[config.mk]
export PLATFORM = sky130hd
export DESIGN_NAME = lca_seq
export DESIGN_NICKNAME = d
export VERILOG_FILES = /design/src/hw/rtl/lca_pkg.sv /design/src/hw/rtl/lca_seq.sv
export SDC_FILE = /design/constraint.sdc
export NUM_CORES = 1
export LEC_CHECK = 0
export BUFFER_PORTS_ARGS = -buffer_cell sky130_fd_sc_hd__buf_2
export CORE_ASPECT_RATIO = 1.2
export CORE_MARGIN = 10
export CORE_UTILIZATION = 50
export DETAILED_ROUTE_END_ITERATION = 7
export PLACE_DENSITY = 0.71
export SYNTH_ARGS = -nofsm -noshare
export SYNTH_HDL_FRONTEND = slang
export SYNTH_SLANG_ARGS = --single-unit
[constraint.sdc]
create_clock -name aclk -period 3.15 [get_ports aclk]
set_clock_uncertainty 0.2 [all_clocks]
set_input_delay 0.63 -clock aclk [delete_from_list [all_inputs] [get_ports aclk]]
set_output_delay 0.63 -clock aclk [all_outputs]
set_load 0.02 [all_outputs]
[src/hw/rtl/lca_pkg.sv]
// ----------------------------------------------------------------------------
// lca_pkg
// Shared types, codes and microcode addresses of the binary-lifting LCA engine.
// ----------------------------------------------------------------------------
package lca_pkg;

    localparam int NODE_W  = 10;
    localparam int STEPS_W = 10;
    localparam int TIME_W  = 12;
    localparam int PC_W    = 5;

    localparam int DEF_NODES  = 1024;
    localparam int DEF_LEVELS = 11;

    typedef enum logic [1:0] {
        REQ_ENTER = 2'd0,
        REQ_LEAVE = 2'd1,
        REQ_LCA   = 2'd2,
        REQ_JUMP  = 2'd3
    } lca_req_kind_t;

    typedef struct packed {
        lca_req_kind_t       req_type;
        logic [NODE_W-1:0]   node_a;
        logic [NODE_W-1:0]   node_b;
        logic [STEPS_W-1:0]  steps;
    } lca_req_t;

    typedef struct packed {
        logic [NODE_W-1:0] answer_node;
        logic              answer_kind;
    } lca_rsp_t;

    // Datapath actions, one per microcode step
    typedef enum logic [4:0] {
        ACT_IDLE,
        ACT_STAMP_ENTRY,
        ACT_ANC_RD_CUR,
        ACT_ANC_FILL,
        ACT_STAMP_EXIT,
        ACT_TIME_RD_B,
        ACT_TIME_RD_A,
        ACT_TEST_ENDS,
        ACT_ANC_RD_U,
        ACT_TIME_RD_W,
        ACT_CLIMB_TEST,
        ACT_RES_ANC,
        ACT_EMIT,
        ACT_JUMP_INIT,
        ACT_REP_TAKE,
        ACT_BIT_INIT,
        ACT_BIT_TAKE,
        ACT_RES_U
    } lca_act_t;

    typedef enum logic [2:0] {
        CND_ALWAYS,
        CND_DISPATCH,
        CND_LVL_MORE,
        CND_HIT,
        CND_LVL_NZ,
        CND_REP_ZERO,
        CND_BIT_MORE,
        CND_OUT_FREE
    } lca_cond_t;

    typedef struct packed {
        lca_act_t         act;
        lca_cond_t        cond;
        logic [PC_W-1:0]  tgt;  // taken when the condition holds
        logic [PC_W-1:0]  alt;  // taken otherwise
    } lca_uword_t;

    // Datapath status seen by the sequencer
    typedef struct packed {
        logic lvl_top;
        logic lvl_zero;
        logic lvl_bit_last;
        logic hit;
        logic rep_zero;
    } lca_stat_t;

    // Microcode addresses
    localparam logic [PC_W-1:0] P_IDLE = 5'd0;
    localparam logic [PC_W-1:0] P_E0   = 5'd1;
    localparam logic [PC_W-1:0] P_E1   = 5'd2;
    localparam logic [PC_W-1:0] P_E2   = 5'd3;
    localparam logic [PC_W-1:0] P_L0   = 5'd4;
    localparam logic [PC_W-1:0] P_Q0   = 5'd5;
    localparam logic [PC_W-1:0] P_Q1   = 5'd6;
    localparam logic [PC_W-1:0] P_Q2   = 5'd7;
    localparam logic [PC_W-1:0] P_Q3   = 5'd8;
    localparam logic [PC_W-1:0] P_Q4   = 5'd9;
    localparam logic [PC_W-1:0] P_Q5   = 5'd10;
    localparam logic [PC_W-1:0] P_Q6   = 5'd11;
    localparam logic [PC_W-1:0] P_Q7   = 5'd12;
    localparam logic [PC_W-1:0] P_EMIT = 5'd13;
    localparam logic [PC_W-1:0] P_J0   = 5'd14;
    localparam logic [PC_W-1:0] P_J1   = 5'd15;
    localparam logic [PC_W-1:0] P_J2   = 5'd16;
    localparam logic [PC_W-1:0] P_J3   = 5'd17;
    localparam logic [PC_W-1:0] P_J4   = 5'd18;
    localparam logic [PC_W-1:0] P_J5   = 5'd19;
    localparam logic [PC_W-1:0] P_J6   = 5'd20;

    // Reduce a node number modulo the node count by shifted compare-subtract
    function automatic logic [NODE_W-1:0] node_wrap(input logic [NODE_W-1:0] v,
                                                    input int unsigned nodes);
        logic [31:0] r;
        logic [31:0] m;
        r = 32'(v);
        for (int j = NODE_W - 1; j >= 0; j--) begin
            m = 32'(nodes) << j;
            if (r >= m) begin
                r = r - m;
            end
        end
        return NODE_W'(r);
    endfunction

endpackage

[src/hw/rtl/lca_seq.sv]
// ----------------------------------------------------------------------------
// lca_seq
// Microcode sequencer: control ROM, step counter and conditional branching.
// ----------------------------------------------------------------------------
module lca_seq (
    input  logic                   aclk,
    input  logic                   aresetn,
    input  logic                   in_valid,
    input  lca_pkg::lca_req_kind_t req_type,
    input  logic                   out_free,
    input  lca_pkg::lca_stat_t     stat,
    output lca_pkg::lca_act_t      act
);
    import lca_pkg::*;

    logic [PC_W-1:0] pc_reg;
    logic [PC_W-1:0] pc_next;
    lca_uword_t      uw;
    logic            cond_ok;
    logic [PC_W-1:0] entry_pc;

    function automatic lca_uword_t ucode(input logic [PC_W-1:0] pc);
        lca_uword_t w;
        w = '{act: ACT_IDLE, cond: CND_DISPATCH, tgt: P_IDLE, alt: P_IDLE};
        case (pc)
            P_IDLE: w = '{ACT_IDLE,        CND_DISPATCH, P_IDLE, P_IDLE};
            P_E0:   w = '{ACT_STAMP_ENTRY, CND_ALWAYS,   P_E1,   P_E1};
            P_E1:   w = '{ACT_ANC_RD_CUR,  CND_ALWAYS,   P_E2,   P_E2};
            P_E2:   w = '{ACT_ANC_FILL,    CND_LVL_MORE, P_E1,   P_IDLE};
            P_L0:   w = '{ACT_STAMP_EXIT,  CND_ALWAYS,   P_IDLE, P_IDLE};
            P_Q0:   w = '{ACT_TIME_RD_B,   CND_ALWAYS,   P_Q1,   P_Q1};
            P_Q1:   w = '{ACT_TIME_RD_A,   CND_ALWAYS,   P_Q2,   P_Q2};
            P_Q2:   w = '{ACT_TEST_ENDS,   CND_HIT,      P_EMIT, P_Q3};
            P_Q3:   w = '{ACT_ANC_RD_U,    CND_ALWAYS,   P_Q4,   P_Q4};
            P_Q4:   w = '{ACT_TIME_RD_W,   CND_ALWAYS,   P_Q5,   P_Q5};
            P_Q5:   w = '{ACT_CLIMB_TEST,  CND_LVL_NZ,   P_Q3,   P_Q6};
            P_Q6:   w = '{ACT_ANC_RD_U,    CND_ALWAYS,   P_Q7,   P_Q7};
            P_Q7:   w = '{ACT_RES_ANC,     CND_ALWAYS,   P_EMIT, P_EMIT};
            P_EMIT: w = '{ACT_EMIT,        CND_OUT_FREE, P_IDLE, P_EMIT};
            P_J0:   w = '{ACT_JUMP_INIT,   CND_ALWAYS,   P_J1,   P_J1};
            P_J1:   w = '{ACT_ANC_RD_U,    CND_REP_ZERO, P_J3,   P_J2};
            P_J2:   w = '{ACT_REP_TAKE,    CND_ALWAYS,   P_J1,   P_J1};
            P_J3:   w = '{ACT_BIT_INIT,    CND_ALWAYS,   P_J4,   P_J4};
            P_J4:   w = '{ACT_ANC_RD_U,    CND_ALWAYS,   P_J5,   P_J5};
            P_J5:   w = '{ACT_BIT_TAKE,    CND_BIT_MORE, P_J4,   P_J6};
            P_J6:   w = '{ACT_RES_U,       CND_ALWAYS,   P_EMIT, P_EMIT};
            default: w = '{ACT_IDLE,       CND_ALWAYS,   P_IDLE, P_IDLE};
        endcase
        return w;
    endfunction

    assign uw  = ucode(pc_reg);
    assign act = uw.act;

    always_comb begin
        unique case (req_type)
            REQ_ENTER: entry_pc = P_E0;
            REQ_LEAVE: entry_pc = P_L0;
            REQ_LCA:   entry_pc = P_Q0;
            REQ_JUMP:  entry_pc = P_J0;
            default:   entry_pc = P_IDLE;
        endcase
    end

    always_comb begin
        unique case (uw.cond)
            CND_ALWAYS:   cond_ok = 1'b1;
            CND_DISPATCH: cond_ok = in_valid;
            CND_LVL_MORE: cond_ok = !stat.lvl_top;
            CND_HIT:      cond_ok = stat.hit;
            CND_LVL_NZ:   cond_ok = !stat.lvl_zero;
            CND_REP_ZERO: cond_ok = stat.rep_zero;
            CND_BIT_MORE: cond_ok = !stat.lvl_bit_last;
            CND_OUT_FREE: cond_ok = out_free;
            default:      cond_ok = 1'b1;
        endcase
    end

    always_comb begin
        if (uw.cond == CND_DISPATCH) begin
            pc_next = cond_ok ? entry_pc : P_IDLE;
        end else begin
            pc_next = cond_ok ? uw.tgt : uw.alt;
        end
    end

    always_ff @(posedge aclk) begin
        if (!aresetn) begin
            pc_reg <= P_IDLE;
        end else begin
            pc_reg <= pc_next;
        end
    end

endmodule

==> results.sh <==
export IMPL_io_buffers=15
export IMPL_initial_core_util=0.516
export IMPL_final_cells=201
export IMPL_areaGrowthSynthToFinish_pct=13.7
export IMPL_crit_type="reg -> reg"
export IMPL_drc_errors=0
export IMPL_maxCapViolations=0
export IMPL_slowest_delay_ns=0.55
export IMPL_place_congestion=0.951
export IMPL_worstMarginPinSlew_ns=0.595
export IMPL_grt_antenna_before_repair=0
export IMPL_largest_reg_flops=17
export IMPL_grt_pass1_wl_um=5560
export IMPL_fp_row_count=19
export IMPL_core_um2=2280
export IMPL_htree_num_levels=1
export IMPL_crit_buf_inv=2
export IMPL_cts_max_path_buffers=2
export IMPL_syn_num_nets=166
export IMPL_place_inst=197
export IMPL_yosysWarnings=0
export IMPL_critical_path_max_fanout=10
export IMPL_synth_area_per_cell_um2=7.80
export IMPL_grt_setup_unrepaired="false"
export IMPL_grt_use_total=0.147
export IMPL_cp_required_ns=3.13
export IMPL_cts_root_buf="clkbuf_4"
export IMPL_final_core_util=0.587
export IMPL_viasPerCell=6.01
export IMPL_setup_violations=0
export IMPL_wl_um=3350
export IMPL_grt_pass1_vias=1175
export IMPL_synth_yosys_seq_area_share=0.289
export IMPL_dr_total_vias=1208
export IMPL_grt_max_degree=15
export IMPL_ir_drop_v=0.000516
export IMPL_clock_sinks=17
export IMPL_slew_headroom=0.601
export IMPL_fp_dieW_um=64.3
export IMPL_dp_slack_ns=-0.0106
export IMPL_cts_resized=0
export IMPL_drive_above_1_share=0.229
export IMPL_nets=186
export IMPL_power_density_nw_per_um2=940
export IMPL_ys_types=40
export IMPL_setup_ws_ns=0.249
export IMPL_ios=16
export IMPL_cpMaxStageDelayCell="a221oi_4"
export IMPL_drv_slew=0
export IMPL_hold_path_class="reg -> reg"
export IMPL_crit_chain="nor2b_1, o21ai_0, a221oi_4, mux2_2, inv_2, ha_1, inv_1, nor2_1, nor4_1, a311o_1"
export IMPL_period_share=0.921
export IMPL_crit_family="compound AO/OA/AOI/OAI gates"
export IMPL_grt_ovfl_total=0
export IMPL_min_period_ns=2.90
export IMPL_tritoncts="done"
export IMPL_fp_dieH_um=73.2
export IMPL_clock_latency_ns=0.29
export IMPL_leakagePower_nw=0.550
export IMPL_finalSetupTns_ns=0
export IMPL_first_iter_violations=67
export IMPL_outcome="completed"
export IMPL_die_area_um2=4700
export IMPL_cp_arrival_ns=2.89
export IMPL_drt_pre_antenna_iters=4
export IMPL_cts_setup_buffers=0
export IMPL_finalHoldViolCount=0
export IMPL_place_hpwl_um=2620
export IMPL_syn_area_um2=1180
export IMPL_diodes=0
export IMPL_hold_ws_ns=0.573
export IMPL_max_freq_mhz=345
export IMPL_startpoint_type="flop"
export IMPL_cts_buffers=3
export IMPL_ctsHoldBuffers=0
export IMPL_synthCells=151
export IMPL_cp_end_kind="flop"
export IMPL_wl_per_cell_um=16.7
export IMPL_ant_nets=0
export IMPL_clkTransAtPathRegs_ns=0.09
export IMPL_ys_ff_latch=17
==> path summary, 6_finish.rpt <==
check / from / endpoint / slack [ns] / cells after the start
worst max-delay path: uw[10]$_SDFF_PP0_ / uw[0]$_DFF_P_ / 0.25 / 10
worst min-delay path: uw[9]$_DFF_P_ / uw[1]$_DFF_P_ / 0.57 / 2
worst max register to register: uw[10]$_SDFF_PP0_ / uw[0]$_DFF_P_ / 0.25 / 10
worst min register to register: uw[9]$_DFF_P_ / uw[1]$_DFF_P_ / 0.57 / 2
==> worst register-to-register path: cells and delay by family, from the launching register on <==
kind / cells / cell delay [ns]
AOI/OAI and AO/OA: 3 / 0.98
muxes: 1 / 0.47
DFF: 1 / 0.44
and+or+nand+nor: 3 / 0.37
adders and majority gates: 1 / 0.19
buffers and inverters: 2 / 0.15
==> Yosys cell counts (all sizes together) <==
cell      n  area share
a211oi    1      0.0064
ha        4       0.043
a221oi    1       0.022
nor2     12       0.038
a222oi    1      0.0085
buf       6       0.036
a21o      2       0.013
a311o     1      0.0085
clkinv    1      0.0032
o22ai    10       0.053
o2bb2ai   1      0.0074
nand3     8       0.034
mux2i     7       0.060
and3      1      0.0053
o211ai    3       0.019
nor2b     4       0.021
a21boi    2       0.013
nand4     1      0.0053
clkbuf    5       0.016
or2       2       0.011
or4       1      0.0064
nor4      1      0.0053
o221ai    1      0.0074
o21ai     9       0.038
a31oi     3       0.016
nand2b    2       0.011
dfxtp    17        0.29
a21oi     7       0.030
mux2      4       0.038
nor3b     2       0.017
inv       4       0.013
or3b      1      0.0074
nand2    18       0.057
nor3      4       0.017
and2      2       0.011
a22oi     1      0.0064
a22o      1      0.0074
==> layer usage <==
layer	up-vias	wire length (um)	global-route usage
met5	-	0	0
met4	0	142	0.0810
met3	17	157	0.0292
met2	37	1650	0.268
met1	564	1400	0.154
li1	590	-	-
==> metrics by stage <==
| stage | total power [mW] | area (um2) |
|---|---|---|
| 2_1_floorplan | 0.910 | 1180 |
| 3_3_place_gp | 1.12 | 1310 |
| 3_5_place_dp | 1.13 | 1310 |
| 4_1_cts | 1.25 | 1340 |
| 5_1_grt | 1.35 | 1340 |
| 6_report | 1.26 | 1340 |
==> cell usage in the layout, fill, tap and decap left out, drive strengths merged, types with 2 or more instances in the layout <==
master  synthesis  final
nand3           8      8
o22ai          10     10
or2             2      2
nand2          18     18
a21boi          2      2
nand2b          2      2
dfxtp          17     17
buf             6     26
nor3b           2      2
nor2           12     12
mux2            4      4
a21oi           7      7
nor2b           4      4
a31oi           3      3
o21ai           9      9
nor3            4      4
clkbuf          5      4
inv             4      4
and2            2      2
ha              4      4
o211ai          3      3
mux2i           7      7
a21o            2      2
==> where the power goes <==
part / total [mW] / switching (mW) / internal, mW / leakage, nW
combinational: 0.819 / 0.487 / 0.332 / 0.396
sequential: 0.323 / 0.0349 / 0.289 / 0.140
clock: 0.116 / 0.0665 / 0.0493 / 0.0150
total: 1.26 / 0.588 / 0.670 / 0.550
==> logic make-up after synthesis <==
family | Yosys count | synth area share
AO/OA/AOI/OAI | 44 | 0.256
adder cells (fa/ha/maj) | 4 | 0.0425
buffers and inverters | 16 | 0.0680
flip-flops | 17 | 0.289
multiplexers | 11 | 0.0978
AND/OR/NAND/NOR | 59 | 0.247
==> layout make-up <==
cell class / instances / area, um2
well taps: 31 / 38.8
clock buffers: 4 / 26.3
fillers: 235 / 943
repair buffers: 26 / 158
multi-input cells: 118 / 757
flip-flops and latches: 17 / 340
inverters: 5 / 18.8
Note: power is estimated with default switching activity, not from simulation.
